==> config.mk <==
export PLATFORM = sky130hd
export DESIGN_NAME = aging_fifo_with_timeout_drop
export DESIGN_NICKNAME = d
export VERILOG_FILES = /design/src/afifo_pkg.sv /design/src/afifo_cell.sv /design/src/aging_fifo_with_timeout_drop.sv
export SDC_FILE = /design/constraint.sdc
export NUM_CORES = 1
export LEC_CHECK = 0
export BUFFER_PORTS_ARGS = -buffer_cell sky130_fd_sc_hd__buf_4
export CAP_MARGIN = 30
export CORE_MARGIN = 4
export CORE_UTILIZATION = 45
export DETAILED_ROUTE_END_ITERATION = 10
export SLEW_MARGIN = 20
export SYNTH_ARGS = -nofsm -noshare
export SYNTH_HDL_FRONTEND = slang
export SYNTH_SLANG_ARGS = --single-unit
==> constraint.sdc <==
create_clock -name i_clk -period 3.3 [get_ports i_clk]
set_input_delay 0.66 -clock i_clk [delete_from_list [all_inputs] [get_ports i_clk]]
set_output_delay 0.66 -clock i_clk [all_outputs]
set_load 0.02 [all_outputs]
==> src/afifo_pkg.sv <==
package afifo_pkg;

    // Action codes carried by an input item.
    localparam logic [1:0] ACT_ADD    = 2'd0;
    localparam logic [1:0] ACT_TICK   = 2'd1;
    localparam logic [1:0] ACT_REMOVE = 2'd2;

    // Patience given to new entries after reset.
    localparam logic [7:0] START_PATIENCE_RST = 8'd30;

    typedef struct packed {
        logic [1:0] action;
        logic [3:0] party_size;
    } t_in_item;

    typedef struct packed {
        logic       accepted;
        logic [3:0] removed_size;
        logic       expired;
        logic [4:0] occupancy;
    } t_out_item;

    // Contents of one queue slot.
    typedef struct packed {
        logic [3:0] size;
        logic [7:0] patience;
    } t_entry;

    // Per-cell update control.
    typedef struct packed {
        logic shift;
        logic tick;
        logic load;
    } t_cell_ctl;

endpackage

==> src/afifo_cell.sv <==
module afifo_cell (
    input  logic                  i_clk,
    input  afifo_pkg::t_cell_ctl  i_ctl,
    input  afifo_pkg::t_entry     i_next,
    input  afifo_pkg::t_entry     i_new,
    output afifo_pkg::t_entry     o_entry
);
    import afifo_pkg::*;

    t_entry r_entry;
    t_entry n_entry;
    t_entry w_src;

    // Take the neighbor's entry on a shift, then age it on a tick; a load writes the new entry instead.
    always_comb begin
        w_src   = i_ctl.shift ? i_next : r_entry;
        n_entry = w_src;
        if (i_ctl.tick && (w_src.patience != 8'd0)) begin
            n_entry.patience = w_src.patience - 8'd1;
        end
        if (i_ctl.load) begin
            n_entry = i_new;
        end
    end

    always_ff @(posedge i_clk) begin
        r_entry <= n_entry;
    end

    assign o_entry = r_entry;

endmodule

==> src/aging_fifo_with_timeout_drop.sv <==
// Shifting queue of waiting entries, each holding a 4-bit party size and an
// 8-bit patience count. The queue is a row of QUEUE_DEPTH cells with slot 0
// at the head; an add writes the tail cell, a remove or an expiry shifts every
// cell one place toward the head, and a tick ages all cells at once. One item
// is accepted per clock while o_in_stall is low, and its result appears in the
// output register on the next cycle; o_in_stall is raised only while a held
// result is itself stalled. The starting patience register may be written at
// any time the block is idle and o_cfg_ready is always high. There is no
// clearing pass after reset.
module aging_fifo_with_timeout_drop #(
    parameter int QUEUE_DEPTH = 16
) (
    input  logic                 i_clk,
    input  logic                 i_rst_n,
    input  logic                 i_in_valid,
    output logic                 o_in_stall,
    input  afifo_pkg::t_in_item  i_in_item,
    output logic                 o_out_valid,
    input  logic                 i_out_stall,
    output afifo_pkg::t_out_item o_out_item,
    input  logic                 i_cfg_valid,
    output logic                 o_cfg_ready,
    input  logic [7:0]           i_cfg_data
);
    import afifo_pkg::*;

    localparam int CW = $clog2(QUEUE_DEPTH + 1);

    logic [CW-1:0] r_count;
    logic [CW-1:0] n_count;
    logic [7:0]    r_start_pat;
    logic          r_out_valid;
    t_out_item     r_out_item;
    t_out_item     n_out_item;

    t_entry        w_cells [QUEUE_DEPTH];
    t_cell_ctl     w_ctl   [QUEUE_DEPTH];
    t_entry        w_new;
    logic          w_in_acc;
    logic          w_full;
    logic          w_nonempty;
    logic          w_shift;
    logic          w_tick;
    logic          w_add;
    logic [31:0]   w_cnt_ext;

    assign w_in_acc   = i_in_valid && !o_in_stall;
    assign o_in_stall = r_out_valid && i_out_stall;
    assign o_cfg_ready = 1'b1;
    assign w_full     = (r_count == CW'(QUEUE_DEPTH));
    assign w_nonempty = (r_count != '0);
    assign w_new.size     = i_in_item.party_size;
    assign w_new.patience = r_start_pat;
    assign w_cnt_ext  = 32'(n_count);

    // Decode the accepted item into cell controls and the result.
    always_comb begin
        w_shift    = 1'b0;
        w_tick     = 1'b0;
        w_add      = 1'b0;
        n_count    = r_count;
        n_out_item = '0;
        if (w_in_acc) begin
            case (i_in_item.action)
                ACT_ADD: begin
                    if (!w_full) begin
                        w_add               = 1'b1;
                        n_count             = r_count + CW'(1);
                        n_out_item.accepted = 1'b1;
                    end
                end
                ACT_TICK: begin
                    w_tick = 1'b1;
                    if (w_nonempty && (w_cells[0].patience == 8'd0)) begin
                        w_shift                 = 1'b1;
                        n_count                 = r_count - CW'(1);
                        n_out_item.expired      = 1'b1;
                        n_out_item.removed_size = w_cells[0].size;
                    end
                end
                ACT_REMOVE: begin
                    if (w_nonempty) begin
                        w_shift                 = 1'b1;
                        n_count                 = r_count - CW'(1);
                        n_out_item.accepted     = 1'b1;
                        n_out_item.removed_size = w_cells[0].size;
                    end
                end
                default: begin
                end
            endcase
        end
        n_out_item.occupancy = w_cnt_ext[4:0];
    end

    // Row of cells; each takes its upper neighbor's entry on a shift.
    for (genvar gi = 0; gi < QUEUE_DEPTH; gi++) begin : g_cell
        t_entry w_next;
        assign w_ctl[gi].shift = w_shift;
        assign w_ctl[gi].tick  = w_tick;
        assign w_ctl[gi].load  = w_add && (r_count == CW'(gi));
        if (gi == QUEUE_DEPTH - 1) begin : g_last
            assign w_next = '0;
        end else begin : g_mid
            assign w_next = w_cells[gi+1];
        end
        afifo_cell u_cell (
            .i_clk   (i_clk),
            .i_ctl   (w_ctl[gi]),
            .i_next  (w_next),
            .i_new   (w_new),
            .o_entry (w_cells[gi])
        );
    end

    // Control state: fill count, patience register and output valid.
    always_ff @(posedge i_clk) begin
        if (!i_rst_n) begin
            r_count     <= '0;
            r_start_pat <= START_PATIENCE_RST;
            r_out_valid <= 1'b0;
        end else begin
            r_count <= n_count;
            if (i_cfg_valid) begin
                r_start_pat <= i_cfg_data;
            end
            if (w_in_acc) begin
                r_out_valid <= 1'b1;
            end else if (!i_out_stall) begin
                r_out_valid <= 1'b0;
            end
        end
    end

    // Result register loads with each accepted item.
    always_ff @(posedge i_clk) begin
        if (w_in_acc) begin
            r_out_item <= n_out_item;
        end
    end

    assign o_out_valid = r_out_valid;
    assign o_out_item  = r_out_item;

endmodule

==> results.md <==
- FF-to-FF path depth: 12
- Max VDD drop: 0.445 mV
- Share of cells above drive strength 1: 15.1%
- Commonest non-fill, non-tap cell in the layout: nand2_1
- Post-Route Setup TNS: 0 ns
- Routed len/inst: 19.9 um
- Mapped Nets: 1488
- Vias in the first global route: 10600
- First-pass GRT wire length: 59.7 mm
- PD cells: 707 nW/um2
- Row count: 61
- Synth top area share: 21.9%
- Die height: 178 um
- Sequential fraction of the synthesis area: 39.3%
- Total congestion overflow: 0
- FFs w/ async S/R, synth: 0%
- I/O Pins: 33
- CP endpoint kind: flip-flop
- Synth top area cells: dfxtp_1 22%, edfxtp_1 17%, mux2i_1 7.2%
- Filler cells: 2667
- Dpl ws: 0.0350 ns
- Beginning of the worst register-to-register path: r_count[1]$_SDFF_PN0_
- Area of the mapped netlist: 13000 um2
- Area grow syn2layout: 14.5%
- Synth warn: 0
- Dominant cell type by area after synthesis: dfxtp_1
- CP arrival: 3.55 ns
- Die Area: 31600 um2
- Clock latency on the worst-skew pair: 0.54 ns
- Total Nets Final: 1531
- Max_cap viols: 0
- Synthesized area per cell: 8.98 um2
- Max frequency: 0.319 GHz
- Most frequent cells in the layout: 151 x nand2_1, 144 x nor2_1, 141 x dfxtp_1, 106 x buf_4, 91 x mux2i_1
- Worst R2R Setup Slack: 0.17 ns
- Startpoint class of the critical path: flip-flop
- Area occupied by multi-input gates: 7350 um2
- Clock slew at reported path FFs: 0.05 ns
- Antenna violations before repair: 0
- Initial Utilization: 46.1%
- Synth cell types: 78
- Drt pass-1 iters: 5
- Setup Crit Path Kind: flip-flop to flip-flop
- RR Endpoint: g_cell[5].u_cell.o_entry[6]$_DFF_P_
- # clock sinks: 217
- CTS HTree Levels: 1
- DRT iter0 DRCs: 935
- Final Hold Vio Count: 0
- CP max FO: 7
- Vias after detailed routing: 11100
- Total track usage: 23.4%
- Top FF cell, synth: dfxtp_1
- Detailed Route WL: 37.5 mm
- Sequential cell area: 5100 um2
- CTS tree: yes
- Vias per cell: 5.89
- Leakage power: 0.00591 uW
- PortBufs: 31
- Hold-fix buffers at CTS: 0
- # DRC: 0
- Die Wd: 178 um
- Hold Path End: r_start_pat[1]$_SDFFE_PN1P_
- Fin crit period: 3.13 ns
- Synth Register Bits: 217
- Final WS setup: 0.169 ns
- Root Driver: clkbuf_16
- Setup violators final: 0
- Status: finished, final reports clean
- Unrepaired setup endpoints after global routing: no
- Critical path required time: 3.72 ns
- HP Start: i_cfg_data[1]
- Max-slew violation count: 0
- Post-synth EDFFs: 75
- Fin crit share: 94.9%
- Slew @ Worst Pin: 0.790 ns
- GPL Wtd Cong: 0.888
- TritonCTS Buffers: 27
- Number of diodes: 0
- Slew margin rel.: 46.8%
- Core area: 28100 um2
- Clock Path Buffers: 3
- Worst Hold Class: primary input to flip-flop
- Clock skew: 0.0152 ns
- Largest net degree at the start of global routing: 37
- Antenna Nets Post-Route: 0
- Worst hold stages: 3
- Gate Count Post-Synth: 1443
- Post-DP HPWL: 26.5 mm
## cell usage after synthesis, types with 26 or more instances
cell type,count
nor4_1,26
ha_1,26
nor2_1,144
a21oi_1,67
a22o_1,62
dfxtp_1,142
nor3_1,48
or4_1,26
nand3_1,31
xor2_1,45
edfxtp_1,75
nand2_1,151
o21ai_0,88
xnor2_1,45
mux2i_1,93
clkbuf_1,58
## sequential cells by signal, indices dropped and copies added (netlist names)
name / count
r_start_pat: 8
r_count: 5
g_cell.u_cell.o_entry: 192
o_out_valid: 1
o_out_item: 11
## how the worst max path moves through the flow
stage / startpoint / endpoint / slack, ns / depth (start not counted)
2_1_floorplan: r_count[1]$_SDFF_PN0_ / g_cell[5].u_cell.o_entry[6]$_DFF_P_ / 0.003 / 16
3_3_place_gp: i_in_item[4] / g_cell[14].u_cell.o_entry[6]$_DFF_P_ / 0.11 / 14
3_5_place_dp: i_in_item[4] / g_cell[14].u_cell.o_entry[6]$_DFF_P_ / 0.03 / 14
4_1_cts: r_count[0]$_SDFF_PN0_ / g_cell[5].u_cell.o_entry[6]$_DFF_P_ / 0.14 / 12
5_1_grt: r_count[0]$_SDFF_PN0_ / g_cell[5].u_cell.o_entry[6]$_DFF_P_ / 0.003 / 12
6_report: r_count[1]$_SDFF_PN0_ / g_cell[5].u_cell.o_entry[6]$_DFF_P_ / 0.17 / 12
## per-stage QoR
stage | utilization [%] | power, uW | cells | area (um2) | hold WS, ns
6_report | 52.8 | 10500 | 1885 | 14800 | 0.341
5_1_grt | 52.8 | 11200 | 1885 | 14800 | 0.338
4_1_cts | 52.5 | 10500 | 1879 | 14700 | 0.324
3_5_place_dp | 49.5 | 7590 | 1829 | 13900 | 0.524
3_3_place_gp | 49.2 | 7500 | 1824 | 13800 | 0.520
2_1_floorplan | - | 6650 | 1443 | 13000 | 0.487
## report_power, final
| group | internal (uW) | switching [uW] | total [uW] |
|---|---|---|---|
| combinational | 1520 | 1560 | 3080 |
| sequential | 3520 | 1030 | 4540 |
| clock | 1710 | 1160 | 2870 |
| total | 6740 | 3750 | 10500 |
## kinds of logic after synthesis
group           share of synthesized area (%)
simple gates                             19.7
compound gates                           18.5
flops                                    39.3
buf+inv                                  4.51
mux                                      9.36
xor+xnor                                 6.08
fa+ha+maj                                2.51
other cells                            0.0289
## final cells by class
class,instances,share of cell area (%)
multi-input cells,1109,49.5
clock buffers,38,4.97
flip-flops and latches,217,34.4
well taps,378,3.19
inverters,11,0.278
clock inverters,12,0.759
repair buffers,120,6.93
## per-layer routing
| layer | up-vias | global-route usage, % | share of wire [%] |
|---|---|---|---|
| met5 | - | 0 | 0 |
| met4 | 0 | 4.51 | 1.6 |
| met3 | 50 | 3.17 | 5.4 |
| met2 | 312 | 38.4 | 47 |
| met1 | 5329 | 33.5 | 46 |
| li1 | 5405 | - | - |
## worst max-delay path: stages, from the launching register on
cell and delay (ns):
dfxtp_1 0.32, inv_2 0.07, ha_2 0.22, or4b_4 0.52, o2111a_2 0.23, nand2_8 0.17
mux2i_4 0.27, ha_2 0.23, nand2_1 0.08, or2_2 0.31, nor4_2 0.17, xor2_1 0.10
a221o_1 0.32
## what timing repair did
action / in CTS / in global routing
setup buffers: 0 / 3
setup endpoints to repair: 0 / 8
resized for setup: 0 / 6
(Power assumes the default switching activity.)
